===== config.mk =====
export PLATFORM = sky130hd
export DESIGN_NAME = refcounted_block_pool_allocator
export DESIGN_NICKNAME = d
export VERILOG_FILES = /design/src/rtl/rbpa_pkg.sv /design/src/rtl/rbpa_ram.sv /design/src/rtl/rbpa_core.sv /design/src/rtl/refcounted_block_pool_allocator.sv
export SDC_FILE = /design/constraint.sdc
export NUM_CORES = 1
export LEC_CHECK = 0
export BUFFER_PORTS_ARGS = -buffer_cell sky130_fd_sc_hd__buf_2
export CAP_MARGIN = 15
export CORE_MARGIN = 2
export CORE_UTILIZATION = 43
export DETAILED_ROUTE_END_ITERATION = 8
export GPL_TIMING_DRIVEN = 0
export PLACE_DENSITY = 0.58
export SLEW_MARGIN = 5
export SYNTH_ARGS = -nofsm -noshare
export SYNTH_HDL_FRONTEND = slang
export SYNTH_HIERARCHICAL = 1
export SYNTH_SLANG_ARGS = --single-unit

===== constraint.sdc =====
create_clock -name clk -period 7.44 [get_ports clk]
set_input_delay 1.86 -clock clk [delete_from_list [all_inputs] [get_ports clk]]
set_output_delay 1.86 -clock clk [all_outputs]
set_load 0.02 [all_outputs]

===== src/rtl/rbpa_pkg.sv =====
// Shared types and constants of the reference-counted block pool allocator.
package rbpa_pkg;

  localparam int POOL_BLOCKS_DEF = 64;
  localparam int MASK_WORDS_DEF  = 2;
  localparam int COUNT_BITS_DEF  = 8;

  localparam int          WORD_BITS       = 32;
  localparam int          WORD_SHIFT      = 5;
  localparam logic [6:0]  USE_MAX         = 7'd127;
  localparam logic [6:0]  POOL_SIZE_RESET = 7'd64;
  localparam int          CFG_ADDR_BITS   = 3;
  localparam logic [2:0]  ADDR_POOL_SIZE  = 3'd0;

  typedef enum logic [1:0] {
    OP_ALLOC   = 2'd0,
    OP_RELEASE = 2'd1,
    OP_RETAIN  = 2'd2,
    OP_NOP     = 2'd3
  } op_t;

  typedef enum logic [1:0] {
    ST_OK    = 2'd0,
    ST_EMPTY = 2'd1,
    ST_BAD   = 2'd2,
    ST_RSVD  = 2'd3
  } status_t;

  typedef enum logic [1:0] {
    S_CLEAR,
    S_IDLE,
    S_SCAN,
    S_MOD
  } state_t;

  typedef struct packed {
    op_t        operation;
    logic [5:0] block_index;
  } in_item_t;

  typedef struct packed {
    status_t    status;
    logic [5:0] granted_index;
    logic [7:0] reference_count;
    logic [6:0] blocks_in_use;
    logic [6:0] blocks_in_use_peak;
  } out_item_t;

endpackage


===== src/rtl/rbpa_ram.sv =====
// Generic single-write, single-read RAM with registered read data.
module rbpa_ram #(
  parameter int WIDTH = 32,
  parameter int DEPTH = 2
) (
  input  logic                                 clk,
  input  logic                                 wr_en,
  input  logic [(DEPTH > 1 ? $clog2(DEPTH) : 1)-1:0] wr_addr,
  input  logic [WIDTH-1:0]                     wr_data,
  input  logic                                 rd_en,
  input  logic [(DEPTH > 1 ? $clog2(DEPTH) : 1)-1:0] rd_addr,
  output logic [WIDTH-1:0]                     rd_data
);

  logic [WIDTH-1:0] mem_r [DEPTH];
  logic [WIDTH-1:0] rd_data_r;

  always_ff @(posedge clk) begin
    if (wr_en) begin
      mem_r[wr_addr] <= wr_data;
    end
    if (rd_en) begin
      rd_data_r <= mem_r[rd_addr];
    end
  end

  assign rd_data = rd_data_r;

endmodule


===== src/rtl/rbpa_core.sv =====
// Allocator sequencer: bitmap scan, reference count update and result register.
module rbpa_core #(
  parameter int POOL_BLOCKS = rbpa_pkg::POOL_BLOCKS_DEF,
  parameter int MASK_WORDS  = rbpa_pkg::MASK_WORDS_DEF,
  parameter int COUNT_BITS  = rbpa_pkg::COUNT_BITS_DEF,
  localparam int AW = (MASK_WORDS > 1) ? $clog2(MASK_WORDS) : 1,
  localparam int CW = $clog2(POOL_BLOCKS)
) (
  input  logic                 clk,
  input  logic                 rst_n,
  input  logic                 pool_wr,
  input  logic [6:0]           pool_size,
  input  logic                 in_valid,
  output logic                 in_ready,
  input  rbpa_pkg::in_item_t   in_data,
  output logic                 out_valid,
  input  logic                 out_ready,
  output rbpa_pkg::out_item_t  out_data,
  output logic                 bm_wr_en,
  output logic [AW-1:0]        bm_wr_addr,
  output logic [31:0]          bm_wr_data,
  output logic                 bm_rd_en,
  output logic [AW-1:0]        bm_rd_addr,
  input  logic [31:0]          bm_rd_data,
  output logic                 cnt_wr_en,
  output logic [CW-1:0]        cnt_wr_addr,
  output logic [COUNT_BITS-1:0] cnt_wr_data,
  output logic                 cnt_rd_en,
  output logic [CW-1:0]        cnt_rd_addr,
  input  logic [COUNT_BITS-1:0] cnt_rd_data
);

  localparam int HW       = $clog2(MASK_WORDS + 1);
  localparam int GW       = AW + rbpa_pkg::WORD_SHIFT;
  localparam int BXW      = (CW > 6) ? CW : 6;
  localparam int CXW      = (COUNT_BITS > 8) ? COUNT_BITS : 8;
  localparam int CAPACITY = (POOL_BLOCKS < MASK_WORDS * rbpa_pkg::WORD_BITS) ?
                            POOL_BLOCKS : MASK_WORDS * rbpa_pkg::WORD_BITS;
  localparam logic [COUNT_BITS-1:0] COUNT_MAX = {COUNT_BITS{1'b1}};

  rbpa_pkg::state_t    state_r, state_nxt;
  rbpa_pkg::op_t       op_r, op_nxt;
  logic [5:0]          blk_r, blk_nxt;
  logic [HW-1:0]       w_r, w_nxt;
  logic [HW-1:0]       hint_r, hint_nxt;
  logic [6:0]          in_use_r, in_use_nxt;
  logic [6:0]          peak_r, peak_nxt;
  logic [MASK_WORDS-1:0] wvalid_r, wvalid_nxt;
  logic [CW-1:0]       clr_r, clr_nxt;
  logic                out_valid_r, out_valid_nxt;
  rbpa_pkg::out_item_t out_r, out_nxt;

  logic [6:0]          pool_eff;
  logic                slot_free;
  logic                accept;
  logic                scan_end;
  logic                scan_hit;
  logic                clr_last;
  logic [AW-1:0]       scan_w;
  logic [31:0]         scan_word;
  logic [4:0]          top_bit;
  logic [31:0]         scan_left;
  logic [GW-1:0]       got;
  logic [6:0]          use_inc;
  logic [6:0]          use_dec;
  logic [GW-1:0]       blk_g;
  logic [BXW-1:0]      blk_x;
  logic [AW-1:0]       blk_w;
  logic [31:0]         blk_word;
  logic                blk_oor;
  logic                blk_alloc;
  logic [GW-1:0]       in_g;
  logic [BXW-1:0]      in_x;
  logic                in_oor;

  function automatic logic [31:0] fill_word(input logic [AW-1:0] w, input logic [6:0] n);
    logic [10:0] base;
    logic [10:0] nn;
    logic [4:0]  rem;
    base = 11'({w, 5'd0});
    nn   = 11'(n);
    rem  = 5'(nn - base);
    if (nn >= base + 11'd32) begin
      fill_word = '1;
    end else if (nn <= base) begin
      fill_word = '0;
    end else begin
      fill_word = (32'h1 << rem) - 32'h1;
    end
  endfunction

  function automatic logic [7:0] low8(input logic [COUNT_BITS-1:0] c);
    logic [CXW-1:0] x;
    x = CXW'(c);
    low8 = x[7:0];
  endfunction

  always_comb begin
    if (11'(pool_size) > 11'(CAPACITY)) begin
      pool_eff = 7'(CAPACITY);
    end else begin
      pool_eff = pool_size;
    end
  end

  assign slot_free = !out_valid_r || out_ready;
  assign accept    = in_valid && (state_r == rbpa_pkg::S_IDLE);
  assign in_ready  = (state_r == rbpa_pkg::S_IDLE);
  assign clr_last  = (clr_r == CW'(POOL_BLOCKS - 1));

  assign in_g   = GW'(in_data.block_index);
  assign in_x   = BXW'(in_data.block_index);
  assign in_oor = (32'(in_data.block_index) >= 32'(CAPACITY));

  // allocate scan
  assign scan_w    = w_r[AW-1:0];
  assign scan_end  = (32'(w_r) >= 32'(MASK_WORDS));
  assign scan_word = wvalid_r[scan_w] ? bm_rd_data : fill_word(scan_w, pool_eff);
  assign scan_hit  = !scan_end && (scan_word != 32'h0);

  always_comb begin
    top_bit = 5'd0;
    for (int i = 0; i < rbpa_pkg::WORD_BITS; i++) begin
      if (scan_word[i]) begin
        top_bit = 5'(i);
      end
    end
  end

  assign scan_left = scan_word & ~(32'h1 << top_bit);
  assign got       = {scan_w, top_bit};
  assign use_inc   = (in_use_r < rbpa_pkg::USE_MAX) ? in_use_r + 7'd1 : in_use_r;
  assign use_dec   = (in_use_r > 7'd0) ? in_use_r - 7'd1 : in_use_r;

  // release / retain
  assign blk_g     = GW'(blk_r);
  assign blk_x     = BXW'(blk_r);
  assign blk_w     = blk_g[GW-1:rbpa_pkg::WORD_SHIFT];
  assign blk_oor   = (32'(blk_r) >= 32'(CAPACITY));
  assign blk_word  = wvalid_r[blk_w] ? bm_rd_data : fill_word(blk_w, pool_eff);
  assign blk_alloc = !blk_word[blk_r[4:0]] && (cnt_rd_data != '0);

  always_comb begin
    state_nxt = state_r;
    unique case (state_r)
      rbpa_pkg::S_CLEAR: begin
        if (clr_last) begin
          state_nxt = rbpa_pkg::S_IDLE;
        end
      end
      rbpa_pkg::S_IDLE: begin
        if (accept) begin
          state_nxt = (in_data.operation == rbpa_pkg::OP_ALLOC) ?
                      rbpa_pkg::S_SCAN : rbpa_pkg::S_MOD;
        end
      end
      rbpa_pkg::S_SCAN: begin
        if ((scan_end || scan_hit) && slot_free) begin
          state_nxt = rbpa_pkg::S_IDLE;
        end
      end
      rbpa_pkg::S_MOD: begin
        if (slot_free) begin
          state_nxt = rbpa_pkg::S_IDLE;
        end
      end
      default: state_nxt = rbpa_pkg::S_IDLE;
    endcase
  end

  always_comb begin
    op_nxt        = op_r;
    blk_nxt       = blk_r;
    w_nxt         = w_r;
    hint_nxt      = hint_r;
    in_use_nxt    = in_use_r;
    peak_nxt      = peak_r;
    wvalid_nxt    = wvalid_r;
    clr_nxt       = clr_r;
    out_valid_nxt = out_valid_r && !out_ready;
    out_nxt       = out_r;
    bm_wr_en      = 1'b0;
    bm_wr_addr    = scan_w;
    bm_wr_data    = scan_left;
    bm_rd_en      = 1'b0;
    bm_rd_addr    = hint_r[AW-1:0];
    cnt_wr_en     = 1'b0;
    cnt_wr_addr   = clr_r;
    cnt_wr_data   = '0;
    cnt_rd_en     = 1'b0;
    cnt_rd_addr   = in_x[CW-1:0];

    unique case (state_r)
      rbpa_pkg::S_CLEAR: begin
        cnt_wr_en = 1'b1;
        clr_nxt   = clr_r + CW'(1);
      end
      rbpa_pkg::S_IDLE: begin
        if (accept) begin
          op_nxt  = in_data.operation;
          blk_nxt = in_data.block_index;
          w_nxt   = hint_r;
          if (in_data.operation == rbpa_pkg::OP_ALLOC) begin
            bm_rd_addr = hint_r[AW-1:0];
            bm_rd_en   = (32'(hint_r) < 32'(MASK_WORDS));
          end else begin
            bm_rd_addr = in_g[GW-1:rbpa_pkg::WORD_SHIFT];
            bm_rd_en   = !in_oor;
            cnt_rd_en  = !in_oor;
          end
        end
      end
      rbpa_pkg::S_SCAN: begin
        if (scan_end) begin
          if (slot_free) begin
            out_valid_nxt                = 1'b1;
            out_nxt.status               = rbpa_pkg::ST_EMPTY;
            out_nxt.granted_index        = 6'd0;
            out_nxt.reference_count      = 8'd0;
            out_nxt.blocks_in_use        = in_use_r;
            out_nxt.blocks_in_use_peak   = peak_r;
          end
        end else if (scan_hit) begin
          if (slot_free) begin
            bm_wr_en           = 1'b1;
            bm_wr_addr         = scan_w;
            bm_wr_data         = scan_left;
            wvalid_nxt[scan_w] = 1'b1;
            hint_nxt           = (scan_left != 32'h0) ? w_r : w_r + HW'(1);
            cnt_wr_en          = (32'(got) < 32'(POOL_BLOCKS));
            cnt_wr_addr        = CW'(got);
            cnt_wr_data        = COUNT_BITS'(1);
            in_use_nxt         = use_inc;
            peak_nxt           = (use_inc > peak_r) ? use_inc : peak_r;
            out_valid_nxt                = 1'b1;
            out_nxt.status               = rbpa_pkg::ST_OK;
            out_nxt.granted_index        = got[5:0];
            out_nxt.reference_count      = 8'd1;
            out_nxt.blocks_in_use        = use_inc;
            out_nxt.blocks_in_use_peak   = (use_inc > peak_r) ? use_inc : peak_r;
          end
        end else begin
          // advance to the next word
          w_nxt      = w_r + HW'(1);
          bm_rd_addr = AW'(w_r + HW'(1));
          bm_rd_en   = (32'(w_r) + 32'd1 < 32'(MASK_WORDS));
        end
      end
      rbpa_pkg::S_MOD: begin
        if (slot_free) begin
          out_valid_nxt              = 1'b1;
          out_nxt.status             = rbpa_pkg::ST_OK;
          out_nxt.granted_index      = blk_r;
          out_nxt.reference_count    = blk_oor ? 8'd0 : low8(cnt_rd_data);
          out_nxt.blocks_in_use      = in_use_r;
          out_nxt.blocks_in_use_peak = peak_r;
          cnt_wr_addr                = blk_x[CW-1:0];
          bm_wr_addr                 = blk_w;
          bm_wr_data                 = blk_word | (32'h1 << blk_r[4:0]);
          if (blk_oor) begin
            if (op_r != rbpa_pkg::OP_NOP) begin
              out_nxt.status = rbpa_pkg::ST_BAD;
            end
          end else if (op_r == rbpa_pkg::OP_NOP) begin
            out_nxt.status = rbpa_pkg::ST_OK;
          end else if (!blk_alloc) begin
            out_nxt.status = rbpa_pkg::ST_BAD;
          end else if (op_r == rbpa_pkg::OP_RELEASE) begin
            cnt_wr_en = 1'b1;
            if (cnt_rd_data > COUNT_BITS'(1)) begin
              cnt_wr_data             = cnt_rd_data - COUNT_BITS'(1);
              out_nxt.reference_count = low8(cnt_rd_data - COUNT_BITS'(1));
            end else begin
              cnt_wr_data             = '0;
              out_nxt.reference_count = 8'd0;
              bm_wr_en                = 1'b1;
              wvalid_nxt[blk_w]       = 1'b1;
              if (HW'(blk_w) < hint_r) begin
                hint_nxt = HW'(blk_w);
              end
              in_use_nxt                 = use_dec;
              out_nxt.blocks_in_use      = use_dec;
            end
          end else begin
            cnt_wr_en   = 1'b1;
            cnt_wr_data = (cnt_rd_data == COUNT_MAX) ? cnt_rd_data :
                          cnt_rd_data + COUNT_BITS'(1);
            out_nxt.reference_count = low8((cnt_rd_data == COUNT_MAX) ? cnt_rd_data :
                                           cnt_rd_data + COUNT_BITS'(1));
          end
        end
      end
      default: begin
      end
    endcase

    if (pool_wr) begin
      wvalid_nxt = '0;
      hint_nxt   = '0;
    end
  end

  always_ff @(posedge clk) begin
    if (!rst_n) begin
      state_r     <= rbpa_pkg::S_CLEAR;
      hint_r      <= '0;
      in_use_r    <= '0;
      peak_r      <= '0;
      wvalid_r    <= '0;
      clr_r       <= '0;
      out_valid_r <= 1'b0;
    end else begin
      state_r     <= state_nxt;
      hint_r      <= hint_nxt;
      in_use_r    <= in_use_nxt;
      peak_r      <= peak_nxt;
      wvalid_r    <= wvalid_nxt;
      clr_r       <= clr_nxt;
      out_valid_r <= out_valid_nxt;
    end
  end

  always_ff @(posedge clk) begin
    op_r  <= op_nxt;
    blk_r <= blk_nxt;
    w_r   <= w_nxt;
    out_r <= out_nxt;
  end

  assign out_valid = out_valid_r;
  assign out_data  = out_r;

endmodule


===== src/rtl/refcounted_block_pool_allocator.sv =====
// Top level of the reference-counted block pool allocator with its register port.
//
// Hands out blocks from a pool of POOL_BLOCKS, tracked by a free bitmap of MASK_WORDS
// 32-bit words and a COUNT_BITS reference count per block, both held in RAMs with a
// registered read. One item is worked on at a time. Release, retain and the unused
// code issue the bitmap and count reads when the item is accepted; the modify and
// write-back follow in S_MOD once the output register is free. Allocate reads the
// bitmap word at the first-free-word hint and steps on past every empty word; a scan
// that runs off the last word reports an empty pool. The result sits in an output
// register, so the next item is accepted while it waits. After reset a clearing pass
// zeroes the reference counts of all POOL_BLOCKS blocks; no item is accepted until it
// ends, while register writes are taken throughout. Writing pool_size resets the
// bitmap and hint at once; counts, usage and peak stay.
module refcounted_block_pool_allocator #(
  parameter int POOL_BLOCKS = rbpa_pkg::POOL_BLOCKS_DEF,
  parameter int MASK_WORDS  = rbpa_pkg::MASK_WORDS_DEF,
  parameter int COUNT_BITS  = rbpa_pkg::COUNT_BITS_DEF
) (
  input  logic                                 clk,
  input  logic                                 rst_n,
  input  logic                                 cfg_psel,
  input  logic                                 cfg_penable,
  input  logic                                 cfg_pwrite,
  input  logic [rbpa_pkg::CFG_ADDR_BITS-1:0]   cfg_paddr,
  input  logic [31:0]                          cfg_pwdata,
  output logic [31:0]                          cfg_prdata,
  output logic                                 cfg_pready,
  input  logic                                 in_valid,
  output logic                                 in_ready,
  input  rbpa_pkg::in_item_t                   in_data,
  output logic                                 out_valid,
  input  logic                                 out_ready,
  output rbpa_pkg::out_item_t                  out_data
);

  localparam int AW = (MASK_WORDS > 1) ? $clog2(MASK_WORDS) : 1;
  localparam int CW = $clog2(POOL_BLOCKS);

  logic [6:0]            pool_size_r, pool_size_nxt;
  logic                  pool_wr;

  logic                  bm_wr_en;
  logic [AW-1:0]         bm_wr_addr;
  logic [31:0]           bm_wr_data;
  logic                  bm_rd_en;
  logic [AW-1:0]         bm_rd_addr;
  logic [31:0]           bm_rd_data;
  logic                  cnt_wr_en;
  logic [CW-1:0]         cnt_wr_addr;
  logic [COUNT_BITS-1:0] cnt_wr_data;
  logic                  cnt_rd_en;
  logic [CW-1:0]         cnt_rd_addr;
  logic [COUNT_BITS-1:0] cnt_rd_data;

  assign cfg_pready    = 1'b1;
  assign pool_wr       = cfg_psel && cfg_penable && cfg_pwrite &&
                         (cfg_paddr == rbpa_pkg::ADDR_POOL_SIZE);
  assign pool_size_nxt = pool_wr ? cfg_pwdata[6:0] : pool_size_r;
  assign cfg_prdata    = (cfg_paddr == rbpa_pkg::ADDR_POOL_SIZE) ?
                         32'(pool_size_r) : 32'h0;

  always_ff @(posedge clk) begin
    if (!rst_n) begin
      pool_size_r <= rbpa_pkg::POOL_SIZE_RESET;
    end else begin
      pool_size_r <= pool_size_nxt;
    end
  end

  rbpa_ram #(
    .WIDTH (32),
    .DEPTH (MASK_WORDS)
  ) u_bitmap_ram (
    .clk     (clk),
    .wr_en   (bm_wr_en),
    .wr_addr (bm_wr_addr),
    .wr_data (bm_wr_data),
    .rd_en   (bm_rd_en),
    .rd_addr (bm_rd_addr),
    .rd_data (bm_rd_data)
  );

  rbpa_ram #(
    .WIDTH (COUNT_BITS),
    .DEPTH (POOL_BLOCKS)
  ) u_count_ram (
    .clk     (clk),
    .wr_en   (cnt_wr_en),
    .wr_addr (cnt_wr_addr),
    .wr_data (cnt_wr_data),
    .rd_en   (cnt_rd_en),
    .rd_addr (cnt_rd_addr),
    .rd_data (cnt_rd_data)
  );

  rbpa_core #(
    .POOL_BLOCKS (POOL_BLOCKS),
    .MASK_WORDS  (MASK_WORDS),
    .COUNT_BITS  (COUNT_BITS)
  ) u_core (
    .clk         (clk),
    .rst_n       (rst_n),
    .pool_wr     (pool_wr),
    .pool_size   (pool_size_r),
    .in_valid    (in_valid),
    .in_ready    (in_ready),
    .in_data     (in_data),
    .out_valid   (out_valid),
    .out_ready   (out_ready),
    .out_data    (out_data),
    .bm_wr_en    (bm_wr_en),
    .bm_wr_addr  (bm_wr_addr),
    .bm_wr_data  (bm_wr_data),
    .bm_rd_en    (bm_rd_en),
    .bm_rd_addr  (bm_rd_addr),
    .bm_rd_data  (bm_rd_data),
    .cnt_wr_en   (cnt_wr_en),
    .cnt_wr_addr (cnt_wr_addr),
    .cnt_wr_data (cnt_wr_data),
    .cnt_rd_en   (cnt_rd_en),
    .cnt_rd_addr (cnt_rd_addr),
    .cnt_rd_data (cnt_rd_data)
  );

endmodule

# After elaboration in Yosys (flattened, before gate mapping)

Memories as Yosys holds them, arrays and structs flattened. A register that Yosys moved wholly into a read port is not among the register bits.
Cells that the tools add are included.

Add/subtract/negate cells: 13
Order comparisons: 18
Equal/unequal tests: 21
Shift operators: 4
Multiplexer cells: 154
Bitwise logic cells: 7
Reductions and logical operators: 33

Operators by type and width:

| kind                  | number |
|---|---|
| $mux 32               | 8 |
| $mux 30               | 5 |
| $mux 5                | 30 |
| $shl 1x5->32 const A  | 4 |
| $mux 7                | 13 |
| $mux 8                | 8 |
| $reduce_bool 32->1    | 2 |
| $sub 32x1->32 const B | 2 |
| $pmux 30 s2           | 1 |
| $mux 2                | 27 |
| $mux 1                | 41 |
| $and 32x32->32        | 1 |
| $lt 32x2->1 const B   | 1 |
| $not 32->32           | 1 |
| $or 32x32->32         | 1 |
| $mux 15               | 2 |
| $mux 6                | 4 |
| $ne 2x1->1 const B    | 9 |
| $pmux 8 s2            | 1 |
| $reduce_and 4->1      | 4 |
| $add 6x6->7 const B   | 2 |
| $ge 7x7->1            | 2 |
| $le 7x6->1            | 2 |
| $pmux 7 s2            | 1 |
| other kinds (46)      | 78 |

Register bits after elaboration: 74
Memory bits (writable): 576
Bits of input ports: 50
Output and inout port bits: 65
Word-level logic and storage cells: 268
Memories: 2

Memory list:

| memory             | depth | width | rd ports | clocked after Yosys merged registers in | write ports | line           | RTL |
|---|---|---|---|---|---|---|---|
| u_count_ram.mem_r  | 64    | 8     | 1        | 1                                       | 1           | rbpa_ram.sv:15 | `logic [WIDTH-1:0] mem_r [DEPTH];` |
| u_bitmap_ram.mem_r | 2     | 32    | 1        | 1                                       | 1           | rbpa_ram.sv:15 |  |

# Depth between registers and ports, before layout

Word-level depth: 48
Depth in mapped cells: 29
Gate-level depth less buffers: 20

# Hierarchy

Netlist, hierarchy kept.

Modules (own cells, without submodules):

| module                          | times used | cells an instance | area an instance (µm²) | seq. area each (µm²) |
|---|---|---|---|---|
| rbpa_ram at u_count_ram         | 1          | 972               | 20270.7                | 15615.0 |
| rbpa_core                       | 1          | 1232              | 8624.5                 | 1741.7 |
| rbpa_ram at u_bitmap_ram        | 1          | 134               | 3439.5                 | 2882.8 |
| refcounted_block_pool_allocator | 1          | 68                | 571.8                  | 140.1 |

# Worst setup path before layout

OpenSTA, ideal clock, no wires.

Path kind: register to register
Start point: register pool_size_r[6]
End point: memory u_count_ram/mem_r[0][0] (netlist name) (data pin)
Library setup time: 0.702 ns
Arrival: 6.962 ns
Required time: 6.738 ns
Slack: -0.224 ns
Cell stages (with the launch flop): 20
Path buffers: 6
Period minus slack after synthesis: 7.664 ns
Path through: dfxtp_1 > buf_2 > clkbuf_1 > clkbuf_1 > buf_1 > nand2b_1 > ha_1 > nor2_1 > a21oi_1 > nor2_1 > clkbuf_1 > nor3_1 > o22a_1 > mux4_2 > mux4_2 > nand2_1 > o2111a_1 > clkbuf_1 > nand2_1 > o21ai_0

Cells in the longest elaborated chain, start to end: 16
Elaborated cells on any way between the ends: 30
Those cells by class: add/sub (4); order compare (5); shift (2); mux (15); reduce/logical (4)

Ends and longest elaborated chain:

| what                         | line                                  | RTL |
|---|---|---|
| from (decl)                  | refcounted_block_pool_allocator.sv:39 | `logic [6:0] pool_size_r, pool_size_nxt;` |
| from (signal assigned)       | refcounted_block_pool_allocator.sv:64 | `pool_size_r <= rbpa_pkg::POOL_SIZE_RESET;` |
| from (signal assigned)       | refcounted_block_pool_allocator.sv:66 | `pool_size_r <= pool_size_nxt;` |
| $gt 7x7->1                   | rbpa_core.sv:99                       | `if (11'(pool_size) > 11'(CAPACITY)) begin` |
| $mux 7 *                     | rbpa_core.sv:99                       |  |
| $sub 5x1->5                  | rbpa_core.sv:82                       | `rem = 5'(nn - base);` |
| $shl 1x5->32                 | rbpa_core.sv:88                       | `fill_word = (32'h1 << rem) - 32'h1;` |
| $sub 32x1->32                | rbpa_core.sv:88                       |  |
| $mux 32                      | rbpa_core.sv:85                       | `end else if (nn <= base) begin` |
| $mux 32                      | rbpa_core.sv:83                       | `if (nn >= base + 11'd32) begin` |
| $mux 32                      | rbpa_core.sv:140                      | `assign blk_word = wvalid_r[blk_w] ? bm_rd_data : fill_word(blk_w, pool_eff);` |
| $bmux 1 s5                   | rbpa_core.sv:141                      | `assign blk_alloc = !blk_word[blk_r[4:0]] && (cnt_rd_data != '0);` |
| $mux 1 (not written as such) | rbpa_core.sv:141                      |  |
| $logic_not 1->1              | rbpa_core.sv:141                      |  |
| $logic_and 1x1->1            | rbpa_core.sv:141                      |  |
| $mux 8                       | rbpa_core.sv:266                      | `end else if (!blk_alloc) begin` |
| $mux 8                       | rbpa_core.sv:264                      | `end else if (op_r == rbpa_pkg::OP_NOP) begin` |
| $mux 8                       | rbpa_core.sv:250                      | `if (slot_free) begin` |
| $pmux 8 s2 *                 | rbpa_core.sv:193                      | `unique case (state_r)` |
| named net cnt_wr_data[0]     | refcounted_block_pool_allocator.sv:50 | `logic [COUNT_BITS-1:0] cnt_wr_data;` |
| to (decl)                    | rbpa_ram.sv:15                        |  |

The timed path passes the listed nets; every way through them passes the cells marked *. The select of a mux whose other input is x is not followed.

# Worst setup path after layout

Start point: register pool_size_r[6]
End point: memory u_count_ram/mem_r[6][1] (netlist name) (enable)

Elaborated cells on any way between the ends: 67
Those cells by class: add/sub (4); order compare (5); shift (2); mux (52); reduce/logical (4)

RTL lines:

| what                     | line                                  | RTL |
|---|---|---|
| $gt 7x7->1               | rbpa_core.sv:99                       |  |
| $mux 7 *                 | rbpa_core.sv:99                       |  |
| $sub 5x1->5              | rbpa_core.sv:82                       |  |
| $shl 1x5->32             | rbpa_core.sv:88                       |  |
| $sub 32x1->32            | rbpa_core.sv:88                       |  |
| $mux 32                  | rbpa_core.sv:85                       |  |
| $mux 32 *                | rbpa_core.sv:83                       |  |
| $mux 32 *                | rbpa_core.sv:118                      | `assign scan_word = wvalid_r[scan_w] ? bm_rd_data : fill_word(scan_w, pool_eff);` |
| $mux 5 (29 in series)    | rbpa_core.sv:124                      | `if (scan_word[i]) begin` |
| $mux 6                   | rbpa_core.sv:224                      | `if (slot_free) begin` |
| $mux 6 *                 | rbpa_core.sv:223                      | `end else if (scan_hit) begin` |
| $mux 6 *                 | rbpa_core.sv:214                      | `if (scan_end) begin` |
| $pmux 6 s2 *             | rbpa_core.sv:193                      |  |
| named net cnt_wr_addr[3] | refcounted_block_pool_allocator.sv:49 | `logic [CW-1:0] cnt_wr_addr;` |

Marks and branches as above.

==> out/qor.yml <==
cts_root_buffer: "clkbuf_16"
fin_crit_sh_pct: 97.6
p_switching_w: 0.00257
dieWidth_um: 281
row_count: 101
netlist_instances: 2406
clk_latency_ns: 0.63
cts_buffers: 76
track_usage_pct: 26.9
pwr-share-seq_pct: 45.5
intPower_w: 0.00714
synth_edf_count: 656
detail_route.wl_per_cell_um: 28.9
clk_path_buf_depth: 3
initial_core_util_pct: 43.4
final_layout_size_suffix_gt1_share_pct: 24.5
preCtsSetupSlack_ns: -2.74
leakage_nw: 13.4
grt_pass1_vias: 22300
finalWorstSetupSlack_ns: 0.179
total_power_w: 0.00971
post_drt_via_cell_ratio: 6.26
yosys_warnings: 6
crit_fanout: 15
synthArstFlopShare_pct: 0
relSlewSlack_pct: 15.2
drt-initial-drc-count: 2648
clockPowerShare_pct: 39.6
worstSetupStartpointType: "flip-flop"
swShare_pct: 26.5
portBuffers: 63
area_growth_pct: 18.0
mappedNetlistArea_mm2: 0.0329
instances_no_fill: 3660
first_pass_iters: 6
final_nets: 2701
pwr-share-comb_pct: 15.0
dieArea_mm2: 0.0788
vias: 22900
setup_violations: 0
outcome: "complete, no violations"
min_period_ns: 7.26
grt_max_degree: 42
ios: 115
ys_types: 96
ys_ff_latch: 690
antenna_found_initial: 2
cellPowerDensity_mw_per_mm2: 250
tritoncts: "built"
crit_path_end_kind: "flip-flop"
syn-mean-instance-area_um2: 13.7
routabilityCongestion: 0.982
core_mm2: 0.0758
overflow: 0
hold_viol: 0
path_class: "reg2reg"
placed_cells: 3484
hpwl_um: 76900
tightest_slew_ns: 1.24
fmax_mhz: 138
maxCapViolCount: 0
drt_wl_total_um: 106000
cp.arrival_ns: 7.59
ys_seq_area_share_pct: 61.9
clk_pin_slew_ns: 0.06
fin_skew_ns: 0.0279
drt_drc_violations_left: 0
ir_drop_uv: 231
die_h_um: 281
ctsHoldBuffers: 0
ant_nets: 0
hp-class: "reg2reg"
cts_htree_levels: 3
ys.flop_type: "edfxtp_1"
grt_first_pass_wirelength_um: 154000
cp_data_required_time_ns: 7.77
cts.sinks: 690
drv_slew: 0
[per-stage QoR]
stage	hold slack (ns)	cell area, um^2	TNS (ns)	utilization, %
after floorplan	0.442	33000	0	-
after global placement	0.468	34500	-3137.47	45.5
after detailed placement	0.470	34900	-1517.51	46.0
after CTS	0.478	38700	0	51.0
after global routing	0.498	38800	-0.505	51.2
final	0.475	38800	0	51.2
[power by group through the flow]
stage | Combinational (W) | Sequential [W] | Clock, W
after floorplan | 0.000776 | 0.00448 | 0
after global placement | 0.00124 | 0.00449 | 0
after detailed placement | 0.00125 | 0.00449 | 0
after CTS | 0.00140 | 0.00441 | 0.00393
after global routing | 0.00152 | 0.00442 | 0.00408
final | 0.00146 | 0.00441 | 0.00384
[layer usage]
metal / global-route usage, % / share of wire, % / up-vias
met5: 0 / 0 / -
met4: 9.71 / 3.7 / 0
met3: 3.81 / 7.8 / 235
met2: 43.3 / 47 / 1224
met1: 37.3 / 42 / 11600
li1: - / - / 9862
[final cells by class]
class	instances	area, um^2
clock buffer	88	1970
timing repair buffer	125	1300
fill	6378	37000
antenna	1	2.50
clock inverter	48	597
tap	978	1220
inverter	42	158
buffer	177	1030
sequential	690	20400
multi-input combinational	1511	12200
[placed cells by master, fill, tap and decap left out, types with 27 or more instances in the layout]
| master | Yosys | final |
|---|---|---|
| o21ai_0 | 103 | 100 |
| clkbuf_1 | 99 | 82 |
| inv_1 | 39 | 39 |
| nor3_1 | 47 | 45 |
| o22ai_1 | 46 | 46 |
| nand3_1 | 51 | 48 |
| nor2_4 | 0 | 65 |
| nand2_1 | 159 | 154 |
| a21oi_1 | 116 | 112 |
| buf_12 | 5 | 41 |
| ha_1 | 28 | 27 |
| mux2_4 | 31 | 31 |
| nor2b_1 | 30 | 27 |
| mux4_2 | 129 | 129 |
| buf_2 | 24 | 90 |
| dfxtp_1 | 34 | 33 |
| nor2_1 | 253 | 183 |
| edfxtp_1 | 656 | 656 |
| mux2i_1 | 44 | 44 |
| nand2b_1 | 27 | 27 |
| buf_4 | 41 | 62 |
| clkbuf_16 | 0 | 77 |
[cell usage after synthesis (14+ instances only)]
library cell | number | area (um^2)
mux2_4 | 31 | 465
o22a_1 | 16 | 140
buf_4 | 41 | 308
nor4_1 | 16 | 100
mux2i_1 | 44 | 440
nand2b_1 | 27 | 169
o22ai_1 | 46 | 288
mux4_2 | 129 | 2910
nand3_1 | 51 | 255
a21o_1 | 14 | 105
ha_1 | 28 | 350
a211oi_1 | 19 | 143
nor2_1 | 253 | 950
or2_2 | 17 | 106
buf_2 | 24 | 120
o21ai_0 | 103 | 515
or3_1 | 17 | 106
o211ai_1 | 16 | 120
a31oi_1 | 28 | 175
inv_1 | 39 | 146
clkbuf_1 | 99 | 372
nor3_1 | 47 | 235
dfxtp_1 | 34 | 681
edfxtp_1 | 656 | 19700
nand2_1 | 159 | 597
a21oi_1 | 116 | 581
nor2b_1 | 30 | 188
o221ai_1 | 15 | 131
[cells by family (layout without fill, tap and decap cells)]
| group | Yosys count | in the layout | synth area share (%) |
|---|---|---|---|
| AOI/OAI and AO/OA | 528 | 528 | 10.9 |
| DFF | 690 | 690 | 61.9 |
| xor gates and xnor gates | 16 | 16 | 0.426 |
| muxes | 210 | 210 | 11.8 |
| buffers and inverters | 229 | 480 | 3.62 |
| adders and majority gates | 29 | 29 | 1.10 |
| other | 2 | 27 | 0.0228 |
| and+or+nand+nor | 702 | 702 | 10.2 |
[critical path: stages (launching register included)]
cell      delay [ns]
dfxtp_2         0.41
buf_4           0.21
clkbuf_4        0.23
clkbuf_4        0.25
buf_4           0.22
nand2b_1        0.22
ha_1            0.30
and3_1          0.23
a21o_1          0.30
o32a_4          0.47
a311o_1         0.35
or4b_4          0.56
or3_1           0.40
buf_6           0.16
nor3_2          0.27
nor3_1          0.10
buf_2           0.23
nand2_4         0.22
o221ai_1        0.28
clkbuf_2        0.34
or3_1           0.76
nor2_4          0.26
buf_4           0.16
[repair_timing]
| item | 4_1_cts | 5_1_grt |
|---|---|---|
| resized for setup | 159 | 41 |
| hold endpoints to repair | 0 | 0 |
| setup buffers | 43 | 4 |
| setup endpoints to repair | 1161 | 513 |
| gates cloned | 0 | 0 |
| pin swaps | 33 | 6 |
[state kept, by name, indices dropped and copies added, names as in the netlist, 6 cells and up]
name,cells
pool_size_r,7
u_bitmap_ram/mem_r,64
u_bitmap_ram/rd_data,32
u_core/blk_g,6
u_core/clr_r,6
u_core/in_use_r,7
u_core/out_data,30
u_core/peak_r,7
u_count_ram/mem_r,512
u_count_ram/rd_data,8
[path summary, 6_finish.rpt]
kind	depth (start not counted)	endpoint	slack, ns	startpoint
setup reg to reg	22	u_count_ram/mem_r[6][1]	0.18	pool_size_r[6]
hold reg to reg	2	pool_size_r[5]	0.47	pool_size_r[5]
setup / recovery	22	u_count_ram/mem_r[6][1]	0.18	pool_size_r[6]
hold / removal	2	pool_size_r[5]	0.47	pool_size_r[5]
Note: power is estimated with default switching activity, not from simulation.
